[config.mk]
export PLATFORM = sky130hd
export DESIGN_NAME = seven_segment_text_frame_builder
export DESIGN_NICKNAME = d
export VERILOG_FILES = /design/src/rtl/ssd_pkg.sv /design/src/rtl/ssd_front.sv /design/src/rtl/ssd_queue.sv /design/src/rtl/ssd_back.sv /design/src/rtl/seven_segment_text_frame_builder.sv
export SDC_FILE = /design/constraint.sdc
export NUM_CORES = 1
export LEC_CHECK = 0
export BUFFER_PORTS_ARGS = -buffer_cell sky130_fd_sc_hd__buf_2
export CAP_MARGIN = 40
export CORE_MARGIN = 2
export CORE_UTILIZATION = 48
export DETAILED_ROUTE_END_ITERATION = 7
export GPL_ROUTABILITY_DRIVEN = 0
export PLACE_DENSITY = 0.64
export SLEW_MARGIN = 20
export SYNTH_ARGS = -nofsm -noshare
export SYNTH_HDL_FRONTEND = slang
export SYNTH_SLANG_ARGS = --single-unit
export TNS_END_PERCENT = 10
[constraint.sdc]
create_clock -name clk -period 2.65 [get_ports clk]
set_input_delay 0.265 -clock clk [delete_from_list [all_inputs] [get_ports clk]]
set_output_delay 0.265 -clock clk [all_outputs]
set_load 0.1 [all_outputs]
[src/rtl/ssd_pkg.sv]
// Shared types, codes, font and fixed frame table for the frame builder.
// No dependencies.
package ssd_pkg;

  // input op codes
  localparam logic [2:0] OP_PRINT  = 3'd0;
  localparam logic [2:0] OP_CURSOR = 3'd1;
  localparam logic [2:0] OP_PUT    = 3'd2;
  localparam logic [2:0] OP_FLUSH  = 3'd3;
  localparam logic [2:0] OP_INIT   = 3'd4;
  localparam logic [2:0] OP_SHUT   = 3'd5;
  localparam logic [2:0] OP_INTEN  = 3'd6;

  // classified command kinds in the queue
  localparam logic [2:0] CMD_PRINT  = 3'd0;
  localparam logic [2:0] CMD_POINT  = 3'd1;
  localparam logic [2:0] CMD_CURSOR = 3'd2;
  localparam logic [2:0] CMD_PUT    = 3'd3;
  localparam logic [2:0] CMD_FLUSH  = 3'd4;
  localparam logic [2:0] CMD_INIT   = 3'd5;
  localparam logic [2:0] CMD_SHUT   = 3'd6;
  localparam logic [2:0] CMD_INTEN  = 3'd7;

  // controller register addresses
  localparam logic [3:0] REG_DECODE    = 4'h9;
  localparam logic [3:0] REG_INTENSITY = 4'hA;
  localparam logic [3:0] REG_SCAN      = 4'hB;
  localparam logic [3:0] REG_SHUTDOWN  = 4'hC;
  localparam logic [3:0] REG_TEST      = 4'hF;

  localparam logic [7:0] SCAN_ALL  = 8'h07;
  localparam logic [7:0] RUN_MODE  = 8'h01;
  localparam logic [6:0] DASH_SEG  = 7'h01;
  localparam logic [7:0] CHAR_DOT  = 8'h2E;

  // init sequence length and frame counter width
  localparam int unsigned INIT_FRAMES = 14;
  localparam int unsigned IDX_W       = 4;
  localparam int unsigned BUF_DEPTH   = 8;
  localparam int unsigned BUF_IDX_W   = 3;
  localparam int unsigned QUEUE_DEPTH = 2;

  typedef struct packed {
    logic [2:0] kind;
    logic [7:0] arg;   // glyph or level data
    logic [2:0] pos;   // digit or cursor value
  } cmd_t;

  typedef struct packed {
    logic [3:0] addr;
    logic [7:0] data;
  } frame_t;

  // character code to segments (g in bit 0, a in bit 6)
  function automatic logic [6:0] glyph(input logic [7:0] code);
    logic [6:0] seg;
    case (code)
      8'h30: seg = 7'h7E;  8'h31: seg = 7'h30;  8'h32: seg = 7'h6D;
      8'h33: seg = 7'h79;  8'h34: seg = 7'h33;  8'h35: seg = 7'h5B;
      8'h36: seg = 7'h5F;  8'h37: seg = 7'h70;  8'h38: seg = 7'h7F;
      8'h39: seg = 7'h7B;
      8'h20: seg = 7'h00;  // space
      8'h41: seg = 7'h77;  8'h42: seg = 7'h1F;  8'h43: seg = 7'h4E;
      8'h44: seg = 7'h3D;  8'h45: seg = 7'h4F;  8'h46: seg = 7'h47;
      8'h47: seg = 7'h5E;  8'h48: seg = 7'h37;  8'h4A: seg = 7'h3C;
      8'h4C: seg = 7'h0E;  8'h4E: seg = 7'h15;  8'h4F: seg = 7'h1D;
      8'h50: seg = 7'h67;  8'h51: seg = 7'h73;  8'h52: seg = 7'h05;
      8'h54: seg = 7'h0F;  8'h55: seg = 7'h3E;  8'h59: seg = 7'h3B;
      8'h61: seg = 7'h77;  8'h62: seg = 7'h1F;  8'h63: seg = 7'h0D;
      8'h64: seg = 7'h3D;  8'h65: seg = 7'h4F;  8'h66: seg = 7'h47;
      8'h67: seg = 7'h5E;  8'h68: seg = 7'h17;  8'h6A: seg = 7'h3C;
      8'h6C: seg = 7'h0E;  8'h6E: seg = 7'h15;  8'h6F: seg = 7'h1D;
      8'h70: seg = 7'h67;  8'h71: seg = 7'h73;  8'h72: seg = 7'h05;
      8'h74: seg = 7'h0F;  8'h75: seg = 7'h1C;  8'h79: seg = 7'h3B;
      default: seg = DASH_SEG;
    endcase
    return seg;
  endfunction

  // fixed init sequence, one frame per index
  function automatic frame_t init_frame(input logic [IDX_W-1:0] idx);
    frame_t f;
    f.data = 8'h00;
    case (idx)
      4'd0:    f.addr = REG_SHUTDOWN;
      4'd1:    f.addr = REG_DECODE;
      4'd2:    f.addr = REG_INTENSITY;
      4'd3:    begin
        f.addr = REG_SCAN;
        f.data = SCAN_ALL;
      end
      4'd4:    f.addr = REG_TEST;
      4'd13:   begin
        f.addr = REG_SHUTDOWN;
        f.data = RUN_MODE;
      end
      default: f.addr = idx - 4'd4;  // digit registers 1..8
    endcase
    return f;
  endfunction

endpackage

[src/rtl/ssd_front.sv]
// Front end: accepts input items and classifies them into queue commands.
// Depends on ssd_pkg.
module ssd_front (
  input  logic              in_tvalid,
  output logic              in_tready,
  input  logic [15:0]       in_tdata,
  input  logic [2:0]        in_tuser,
  input  logic              q_full,
  output logic              q_push,
  output ssd_pkg::cmd_t     q_cmd
);

  logic [7:0] char_code;
  logic [2:0] position;
  logic [3:0] level;
  logic       known;

  assign char_code = in_tdata[7:0];
  assign position  = in_tdata[10:8];
  assign level     = in_tdata[14:11];
  assign in_tready = !q_full;

  // decode op into a command; the unused op is accepted and dropped
  always_comb begin
    known       = 1'b1;
    q_cmd.pos   = position;
    q_cmd.arg   = {1'b0, ssd_pkg::glyph(char_code)};
    q_cmd.kind  = ssd_pkg::CMD_PRINT;
    case (in_tuser)
      ssd_pkg::OP_PRINT: begin
        q_cmd.kind = (char_code == ssd_pkg::CHAR_DOT) ? ssd_pkg::CMD_POINT
                                                       : ssd_pkg::CMD_PRINT;
      end
      ssd_pkg::OP_CURSOR: q_cmd.kind = ssd_pkg::CMD_CURSOR;
      ssd_pkg::OP_PUT:    q_cmd.kind = ssd_pkg::CMD_PUT;
      ssd_pkg::OP_FLUSH:  q_cmd.kind = ssd_pkg::CMD_FLUSH;
      ssd_pkg::OP_INIT:   q_cmd.kind = ssd_pkg::CMD_INIT;
      ssd_pkg::OP_SHUT: begin
        q_cmd.kind = ssd_pkg::CMD_SHUT;
        q_cmd.arg  = {7'b0, level[0]};
      end
      ssd_pkg::OP_INTEN: begin
        q_cmd.kind = ssd_pkg::CMD_INTEN;
        q_cmd.arg  = {4'b0, level};
      end
      default: known = 1'b0;
    endcase
  end

  assign q_push = in_tvalid && !q_full && known;

endmodule

[src/rtl/ssd_queue.sv]
// Short command queue between front and back ends.
// Depends on ssd_pkg.
module ssd_queue (
  input  logic          clk,
  input  logic          rst_n,
  input  logic          push,
  input  ssd_pkg::cmd_t push_cmd,
  input  logic          pop,
  output logic          full,
  output logic          not_empty,
  output ssd_pkg::cmd_t head
);

  localparam int unsigned PTR_W = $clog2(ssd_pkg::QUEUE_DEPTH);
  localparam int unsigned CNT_W = $clog2(ssd_pkg::QUEUE_DEPTH + 1);

  ssd_pkg::cmd_t    mem_r [ssd_pkg::QUEUE_DEPTH];
  logic [PTR_W-1:0] wr_ptr_r, wr_ptr_nxt;
  logic [PTR_W-1:0] rd_ptr_r, rd_ptr_nxt;
  logic [CNT_W-1:0] cnt_r, cnt_nxt;

  assign full      = (cnt_r == CNT_W'(ssd_pkg::QUEUE_DEPTH));
  assign not_empty = (cnt_r != '0);
  assign head      = mem_r[rd_ptr_r];

  // pointer and fill count update
  always_comb begin
    wr_ptr_nxt = wr_ptr_r;
    rd_ptr_nxt = rd_ptr_r;
    cnt_nxt    = cnt_r;
    if (push) begin
      wr_ptr_nxt = (wr_ptr_r == PTR_W'(ssd_pkg::QUEUE_DEPTH - 1)) ? '0 : wr_ptr_r + 1'b1;
    end
    if (pop) begin
      rd_ptr_nxt = (rd_ptr_r == PTR_W'(ssd_pkg::QUEUE_DEPTH - 1)) ? '0 : rd_ptr_r + 1'b1;
    end
    if (push && !pop) begin
      cnt_nxt = cnt_r + 1'b1;
    end else if (pop && !push) begin
      cnt_nxt = cnt_r - 1'b1;
    end
  end

  always_ff @(posedge clk) begin
    if (!rst_n) begin
      wr_ptr_r <= '0;
      rd_ptr_r <= '0;
      cnt_r    <= '0;
    end else begin
      wr_ptr_r <= wr_ptr_nxt;
      rd_ptr_r <= rd_ptr_nxt;
      cnt_r    <= cnt_nxt;
    end
  end

  // storage
  always_ff @(posedge clk) begin
    if (push) begin
      mem_r[wr_ptr_r] <= push_cmd;
    end
  end

endmodule

[src/rtl/ssd_back.sv]
// Back end: holds digit buffer and cursor, executes commands, emits frames.
// Depends on ssd_pkg.
module ssd_back #(
  parameter int unsigned DIGITS = 8
) (
  input  logic          clk,
  input  logic          rst_n,
  input  logic          q_valid,
  input  ssd_pkg::cmd_t q_head,
  output logic          q_pop,
  output logic          out_tvalid,
  input  logic          out_tready,
  output logic [15:0]   out_tdata,
  output logic          out_tlast
);

  localparam int unsigned IW = ssd_pkg::IDX_W;
  localparam int unsigned BW = ssd_pkg::BUF_IDX_W;

  // digit store: segments and decimal points kept apart
  logic [6:0]     seg_r [ssd_pkg::BUF_DEPTH];
  logic [ssd_pkg::BUF_DEPTH-1:0] dp_r;
  logic [7:0]     cursor_r;

  // frame sequencer
  logic           busy_r;
  logic [2:0]     kind_r;
  logic [7:0]     arg_r;
  logic [IW-1:0]  idx_r;

  // output register
  logic           out_valid_r;
  ssd_pkg::frame_t out_frame_r;
  logic           out_last_r;

  ssd_pkg::frame_t frame;
  logic           frame_last;
  logic           slot_free;
  logic           emit;
  logic [BW-1:0]  rd_idx;
  logic [BW-1:0]  prev_idx;

  assign slot_free = !out_valid_r || out_tready;
  assign emit      = busy_r && slot_free;
  assign q_pop     = !busy_r && q_valid;
  assign rd_idx    = idx_r[BW-1:0];
  assign prev_idx  = cursor_r[BW-1:0] - 1'b1;

  // current frame of the running command
  always_comb begin
    frame.addr = ssd_pkg::REG_SHUTDOWN;
    frame.data = arg_r;
    frame_last = 1'b1;
    case (kind_r)
      ssd_pkg::CMD_FLUSH: begin
        frame.addr = IW'(DIGITS) - idx_r;
        frame.data = {dp_r[rd_idx], seg_r[rd_idx]};
        frame_last = (idx_r == IW'(DIGITS - 1));
      end
      ssd_pkg::CMD_INIT: begin
        frame      = ssd_pkg::init_frame(idx_r);
        frame_last = (idx_r == IW'(ssd_pkg::INIT_FRAMES - 1));
      end
      ssd_pkg::CMD_SHUT:  frame.addr = ssd_pkg::REG_SHUTDOWN;
      ssd_pkg::CMD_INTEN: frame.addr = ssd_pkg::REG_INTENSITY;
      default: frame.addr = ssd_pkg::REG_SHUTDOWN;
    endcase
  end

  // command execution and sequencing
  always_ff @(posedge clk) begin
    if (!rst_n) begin
      busy_r   <= 1'b0;
      kind_r   <= ssd_pkg::CMD_PRINT;
      idx_r    <= '0;
      cursor_r <= '0;
      dp_r     <= '0;
      for (int i = 0; i < ssd_pkg::BUF_DEPTH; i++) begin
        seg_r[i] <= '0;
      end
    end else if (q_pop) begin
      case (q_head.kind)
        ssd_pkg::CMD_PRINT: begin
          seg_r[cursor_r[BW-1:0]] <= q_head.arg[6:0];
          cursor_r <= cursor_r + 1'b1;
        end
        ssd_pkg::CMD_POINT: begin
          if (cursor_r != '0) begin
            dp_r[prev_idx] <= 1'b1;
          end
        end
        ssd_pkg::CMD_CURSOR: cursor_r <= {5'b0, q_head.pos};
        ssd_pkg::CMD_PUT:    seg_r[q_head.pos] <= q_head.arg[6:0];
        default: begin
          busy_r <= 1'b1;
          kind_r <= q_head.kind;
          idx_r  <= '0;
        end
      endcase
    end else if (emit) begin
      idx_r <= idx_r + 1'b1;
      if (frame_last) begin
        busy_r <= 1'b0;
        // flush clears the buffer once the last digit has gone out
        if (kind_r == ssd_pkg::CMD_FLUSH) begin
          dp_r <= '0;
          for (int i = 0; i < ssd_pkg::BUF_DEPTH; i++) begin
            seg_r[i] <= '0;
          end
        end
      end
    end
  end

  // command argument, payload only
  always_ff @(posedge clk) begin
    if (q_pop) begin
      arg_r <= q_head.arg;
    end
  end

  // output register
  always_ff @(posedge clk) begin
    if (!rst_n) begin
      out_valid_r <= 1'b0;
    end else if (emit) begin
      out_valid_r <= 1'b1;
    end else if (out_tready) begin
      out_valid_r <= 1'b0;
    end
  end

  always_ff @(posedge clk) begin
    if (emit) begin
      out_frame_r <= frame;
      out_last_r  <= frame_last;
    end
  end

  assign out_tvalid = out_valid_r;
  assign out_tdata  = {4'b0, out_frame_r.data, out_frame_r.addr};
  assign out_tlast  = out_last_r;

endmodule

[src/rtl/seven_segment_text_frame_builder.sv]
// Channel   Dir  Payload
// in_*      in   tuser: op[2:0]; tdata: char_code[7:0] position[10:8] level[14:11]
// out_*     out  tdata: reg_addr[3:0] reg_data[11:4]; tlast: last frame of item
//
// Character and cursor ops retire in the back end as they are popped; the
// unused op is accepted and dropped by the front end.
// Flush emits DIGITS frames, init 14, shutdown and intensity one, at one frame
// per cycle from the back-end sequencer while the output is not stalled.
// A two-entry command queue lets the front accept while frames are in flight.
// Reset (rst_n low, synchronous) clears buffer, cursor, queue and output valid.
// A stalled output holds its frame; the queue fills and in_tready drops.
// Top level: instantiates ssd_front, ssd_queue and ssd_back; uses ssd_pkg.
module seven_segment_text_frame_builder #(
  parameter int unsigned DIGITS = 8
) (
  input  logic        clk,
  input  logic        rst_n,
  input  logic        in_tvalid,
  output logic        in_tready,
  input  logic [15:0] in_tdata,   // char_code[7:0], position[10:8], level[14:11]
  input  logic [2:0]  in_tuser,   // op[2:0]
  output logic        out_tvalid,
  input  logic        out_tready,
  output logic [15:0] out_tdata,  // reg_addr[3:0], reg_data[11:4]
  output logic        out_tlast
);

  logic          q_full;
  logic          q_push;
  logic          q_pop;
  logic          q_valid;
  ssd_pkg::cmd_t push_cmd;
  ssd_pkg::cmd_t head_cmd;

  ssd_front u_front (
    .in_tvalid (in_tvalid),
    .in_tready (in_tready),
    .in_tdata  (in_tdata),
    .in_tuser  (in_tuser),
    .q_full    (q_full),
    .q_push    (q_push),
    .q_cmd     (push_cmd)
  );

  ssd_queue u_queue (
    .clk       (clk),
    .rst_n     (rst_n),
    .push      (q_push),
    .push_cmd  (push_cmd),
    .pop       (q_pop),
    .full      (q_full),
    .not_empty (q_valid),
    .head      (head_cmd)
  );

  ssd_back #(
    .DIGITS (DIGITS)
  ) u_back (
    .clk        (clk),
    .rst_n      (rst_n),
    .q_valid    (q_valid),
    .q_head     (head_cmd),
    .q_pop      (q_pop),
    .out_tvalid (out_tvalid),
    .out_tready (out_tready),
    .out_tdata  (out_tdata),
    .out_tlast  (out_tlast)
  );

endmodule

### After elaboration in Yosys (flattened, before gate mapping)

Memory sizes are Yosys's and may differ from the RTL's. A register that Yosys moved wholly into a read port is not among the register bits.
Cells that the tools add are included.

| cells by class | value |
|---|---|
| add/subtract/negate cells | 9 |
| $lt $le $gt $ge | 3 |
| eq/ne operators | 23 |
| mux-type cells | 69 |
| bitwise operators | 10 |
| reduce and logical (&&, ||, !) cells | 34 |

Operator list:

| kind | number |
|---|---|
| 7-bit two-way mux | 11 |
| 8-bit two-way mux | 6 |
| 1-bit two-way mux | 33 |
| 8-bit one-hot mux with 2 select lines | 2 |
| 3-bit one-hot mux with 7 select lines | 1 |
| 7-bit OR reduction | 3 |
| 4-bit one-hot mux with 5 select lines | 1 |
| 3-bit equality test (second input constant) | 6 |
| 7-bit one-hot mux with 2 select lines | 1 |
| 2-bit nonzero test | 7 |
| 3-bit by 2-bit equality test with 1-bit output (second input constant) | 4 |
| 3-bit two-way mux | 4 |
| 4-bit two-way mux | 3 |
| 4-bit one-hot mux with 3 select lines | 1 |
| 8-bit by 1-bit adder with 8-bit output (second input constant) | 1 |
| 4-bit by 2-bit equality test with 1-bit output (second input constant) | 2 |
| 4-bit by 3-bit equality test with 1-bit output (second input constant) | 2 |
| 8-bit by 6-bit equality test with 1-bit output (second input constant) | 1 |
| 3-bit by 4-bit less-than comparator with 1-bit output (second input constant) | 2 |
| 1-bit OR | 8 |
| 8-bit OR | 1 |
| 8-bit nonzero test | 1 |
| 1-bit logical AND | 7 |
| 3-bit by 1-bit equality test with 1-bit output (second input constant) | 2 |
| other kinds (28) | 38 |

| storage, ports and cells | value |
|---|---|
| register bits after elaboration | 50 |
| memory bits (writable) | 82 |
| ROM bits | 896 |
| input port bits | 23 |
| memories | 3 |

Memories:

| memory | depth | bits a word | rd ports | clocked after memory_dff | write ports | RTL line | source |
|---|---|---|---|---|---|---|---|
| (name not given) | 128 | 7 | 1 | 0 | 0 | ssd_pkg.sv:57 | `case (code)` |
| u_back.seg_r | 8 | 7 | 1 | 1 | 8 | ssd_back.sv:21 | `logic [6:0] seg_r [ssd_pkg::BUF_DEPTH];` |
| u_queue.mem_r | 2 | 13 | 1 | 1 | 1 | ssd_queue.sv:17 | `ssd_pkg::cmd_t mem_r [ssd_pkg::QUEUE_DEPTH];` |

### Logic depth before layout (Yosys ltp)

| depth | value |
|---|---|
| depth in word-level cells | 10 |
| depth in mapped cells | 8 |

### By module

A second synthesis with hierarchy kept.

| unflattened totals | value |
|---|---|
| cell total of the unflattened synthesis | 610 |
| area, all modules | 7419.6 um^2 |

By module, submodules not included:

| module | times used | cells each | area each (um^2) |
|---|---|---|---|
| ssd_back | 1 | 416 | 5320.1 |
| ssd_queue | 1 | 65 | 1227.4 |
| ssd_front | 1 | 129 | 872.1 |

### Worst setup path after synthesis

Ideal clock, no wire load.

| path | value |
|---|---|
| kind | register to register |
| start point | reg u_back.out_valid_r (netlist: u_back.out_tvalid) |
| end point | mem u_back.seg_r[0][0], enable pin |
| arrival time | 2.450 ns |
| data required time | 2.308 ns |
| setup slack | -0.142 ns |
| cell stages (with the launch flop) | 7 |
| clock period less this slack | 2.792 ns |
| path through | dfxtp_1 -> nand2b_1 -> and2_1 -> clkbuf_1 -> a41oi_1 -> clkbuf_1 -> o21ai_0 |

RTL lines:

| what | RTL line | source |
|---|---|---|
| start: declaration | ssd_back.sv:32 | `logic out_valid_r;` |
| start signal: assignment | ssd_back.sv:125 | `out_valid_r <= 1'b0;` |
| start signal: assignment | ssd_back.sv:127 | `out_valid_r <= 1'b1;` |
| start signal: assignment | ssd_back.sv:129 | `out_valid_r <= 1'b0;` |
| end: declaration | ssd_back.sv:21 |  |

==> impl_metrics.py <==
metrics = {
    "global_routing": {
        "grt_pass1_vias": 4611,
        "grt_pass1_wl_um": 22800,
        "grt_use_total_pct": 19.3,
        "antenna_found_initial": 0,
        "grt_overflow": 0,
        "grt_start_max_net_pins": 33,
    },
    "hold_path": {
        "hp-class": "in -> reg",
        "min_path_cells": 1,
        "hold_start": "in_tdata[8]",
    },
    "clocking": {
        "cts_inserted_buffers": 17,
        "cts_tree": "yes",
        "cts.clk_slew.worst_paths_ns": 0.06,
        "postCtsHoldBufs": 0,
        "clk_path_buf_depth": 2,
        "postCtsSetupRepairBufs": 0,
        "worst_skew_pair.late_latency_ns": 0.41,
        "cts_num_sinks": 135,
        "cts_resized": 0,
        "htreeDepth": 4,
        "cts-root-buf": "clkbuf_16",
    },
    "yosys": {
        "synth_top_family_by_area": "simple AND/OR/NAND/NOR gates",
        "synth_xor_area_share_pct": 2.03,
        "ys_types": 57,
        "synth_mux_area_share_pct": 10.1,
        "synthAdderAreaFrac_pct": 3.98,
        "synthesis.area_um2": 6920,
        "synth_enable_flop_cells": 102,
        "postSynthAreaPerCell_um2": 11.2,
        "synth_area_leaders": "edfxtp_1 44%, dfxtp_1 9.6%, mux4_2 5.2%",
        "synth_common_cells": "102 x edfxtp_1, 68 x nor3_1, 49 x nand2_1",
        "synth-compound-area-share_pct": 10.2,
        "synth_most_common_cell": "edfxtp_1",
        "yosys.area_share.simple_pct": 15.6,
        "synth-seq-cells": 135,
        "yosysSeqAreaShare_pct": 53.8,
        "synth_top_area_cell": "edfxtp_1",
        "ys_warn_count": 0,
        "syn-instance-count": 616,
        "async_reset_ff_share_pct": 0,
        "synth_top_area_share_pct": 44.3,
        "ys.flop_type": "edfxtp_1",
    },
    "route": {
        "drtAntennaViolNets": 0,
        "route.detailed.drc": 0,
        "avgViaCountPerCell": 5.65,
        "drt_first_pass_iters": 5,
        "drtIter0Drc": 345,
        "vias": 4851,
        "drt-total-wl_um": 13800,
        "wl_per_cell_um": 16.0,
    },
    "layout": {
        "num-fill-cells": 1184,
        "drive_gt1_share_pct": 19.6,
        "fin_util_pct": 56.9,
        "area_delta_synth_final_pct": 15.2,
        "diodes": 0,
        "fin_nets": 712,
    },
    "timing": {
        "hold_ws_ns": 0.0453,
        "fin_crit_sh_pct": 90.1,
        "setup_slack_ns": 0.263,
        "maxSlewHeadroom_pct": 58.5,
        "rsz0062_at_grt": "false",
        "drv_slew": 0,
        "final.setup.tns_ns": 0,
        "finClkSkew_ns": 0.00522,
        "finalSetupViolations": 0,
        "period_needed_ns": 2.39,
        "hold_viol": 0,
        "clock.fmax_ghz": 0.419,
        "worst_pin_slew_ns": 0.621,
    },
    "placed_design": {
        "pre_cts_ws_ns": 0.296,
        "dp_hpwl_um": 9870,
        "io_buffers": 36,
    },
    "power": {
        "finalPower_mw": 6.92,
        "p_leak_nw": 2.85,
        "power_density_nw_per_um2": 868,
        "max-vdd-ir-drop_mv": 0.454,
    },
    "worst_setup_path": {
        "cp_slowest_cell": "dfxtp_1",
        "crit_path_end_kind": "flip-flop",
        "worst-path-max-fanout": 8,
        "cpPeakStageDelay_ns": 0.40,
        "crit_chain": "buf_4, mux2i_1, nor3_1, o21bai_1, o21bai_1, buf_4, nor3_1",
        "reg2reg_slack_ns": 0.26,
        "start_kind": "flip-flop",
        "arrival_ns": 2.54,
        "path_class": "reg -> reg",
        "cp.required_ns": 2.80,
        "worstRegToRegCells": 7,
    },
    "floorplanning": {
        "initial_utilization_pct": 49.4,
        "dieHeight_um": 124,
        "dieArea_um2": 15400,
        "pin_count": 42,
        "dieWidth_um": 124,
        "core_area_um2": 14000,
        "rows": 43,
    },
    "job": {
        "maxCapViolCount": 0,
    },
    "run_status": {
        "status": "finished clean",
    },
}
[state kept, by name (all words and copies together) (netlist names), named ones only]
name               count
u_back.arg_r           7
u_back.busy_r          1
u_back.cursor_r        8
u_back.dp_r            8
u_back.idx_r           4
u_back.kind_r          3
u_back.out_tdata      12
u_back.out_tlast       1
u_back.out_tvalid      1
u_back.seg_r          56
u_queue.cnt_r          2
u_queue.mem_r         26
u_queue.rd_ptr_r       1
u_queue.wr_ptr_r       1
[worst paths after layout]
kind | endpoint
min | u_queue.mem_r[1][0]
max reg2reg | u_back.seg_r[2][6]
min reg2reg | u_back.dp_r[4]
max | u_back.seg_r[2][6]
[worst max-delay path, delay by kind of cell (launching register included)]
family / cells / cell delay (ns)
AOI/OAI and AO/OA: 2 / 0.70
buffers and inverters: 2 / 0.47
DFF: 1 / 0.40
muxes: 1 / 0.40
and+or+nand+nor: 2 / 0.16
[where the power goes]
part	total, mW	switching (mW)	internal, mW
combinational	1.86	1.24	0.615
sequential	2.74	0.151	2.59
clock	2.32	0.856	1.46
[metal layers]
metal	vias up	routed length, µm	track usage [%]
met4	0	179	6.95
met3	17	570	4.53
met5	-	0	0
met2	123	6980	32.5
met1	2330	6040	24.3
li1	2381	-	-
[cells in the final DEF, fill, tap and decap left out, types with 9 or more instances in the layout]
cell | synthesis | layout
edfxtp_1 | 102 | 102
clkbuf_16 | 0 | 17
mux4_2 | 16 | 16
mux2i_1 | 18 | 18
xor2_1 | 9 | 9
nand3_1 | 12 | 12
buf_4 | 4 | 32
nor2b_1 | 12 | 12
nand2_1 | 49 | 49
ha_1 | 22 | 22
nor3_1 | 68 | 68
buf_2 | 8 | 36
nand2b_1 | 13 | 13
a21oi_1 | 24 | 24
inv_1 | 25 | 25
dfxtp_1 | 33 | 32
o21ai_0 | 42 | 42
nor2_1 | 38 | 38
[logic make-up after synthesis]
family                   count (synthesis)
AO/OA/AOI/OAI                          113
buffers and inverters                   65
adder cells (fa/ha/maj)                 22
other                                    1
AND/OR/NAND/NOR                        218
XOR/XNOR                                16
multiplexers                            46
flip-flops                             135
[area by class of cell]
| class | count | area (µm²) | share of cell area (%) |
|---|---|---|---|
| repair buffers | 68 | 420 | 5.28 |
| inverters | 26 | 97.6 | 1.23 |
| clock inverters | 14 | 159 | 1.99 |
| clock buffers | 17 | 425 | 5.34 |
| multi-input cells | 419 | 2910 | 36.6 |
| well taps | 180 | 225 | 2.83 |
| flip-flops and latches | 135 | 3720 | 46.8 |
[through the flow]
step / std cells / instance area (µm²)
after global routing: 859 / 7970
final: 859 / 7970
after global placement: 826 / 7370
after floorplan: 619 / 6930
after CTS: 859 / 7970
after detailed placement: 828 / 7380
No activity file was read; power rests on OpenSTA's default activity.
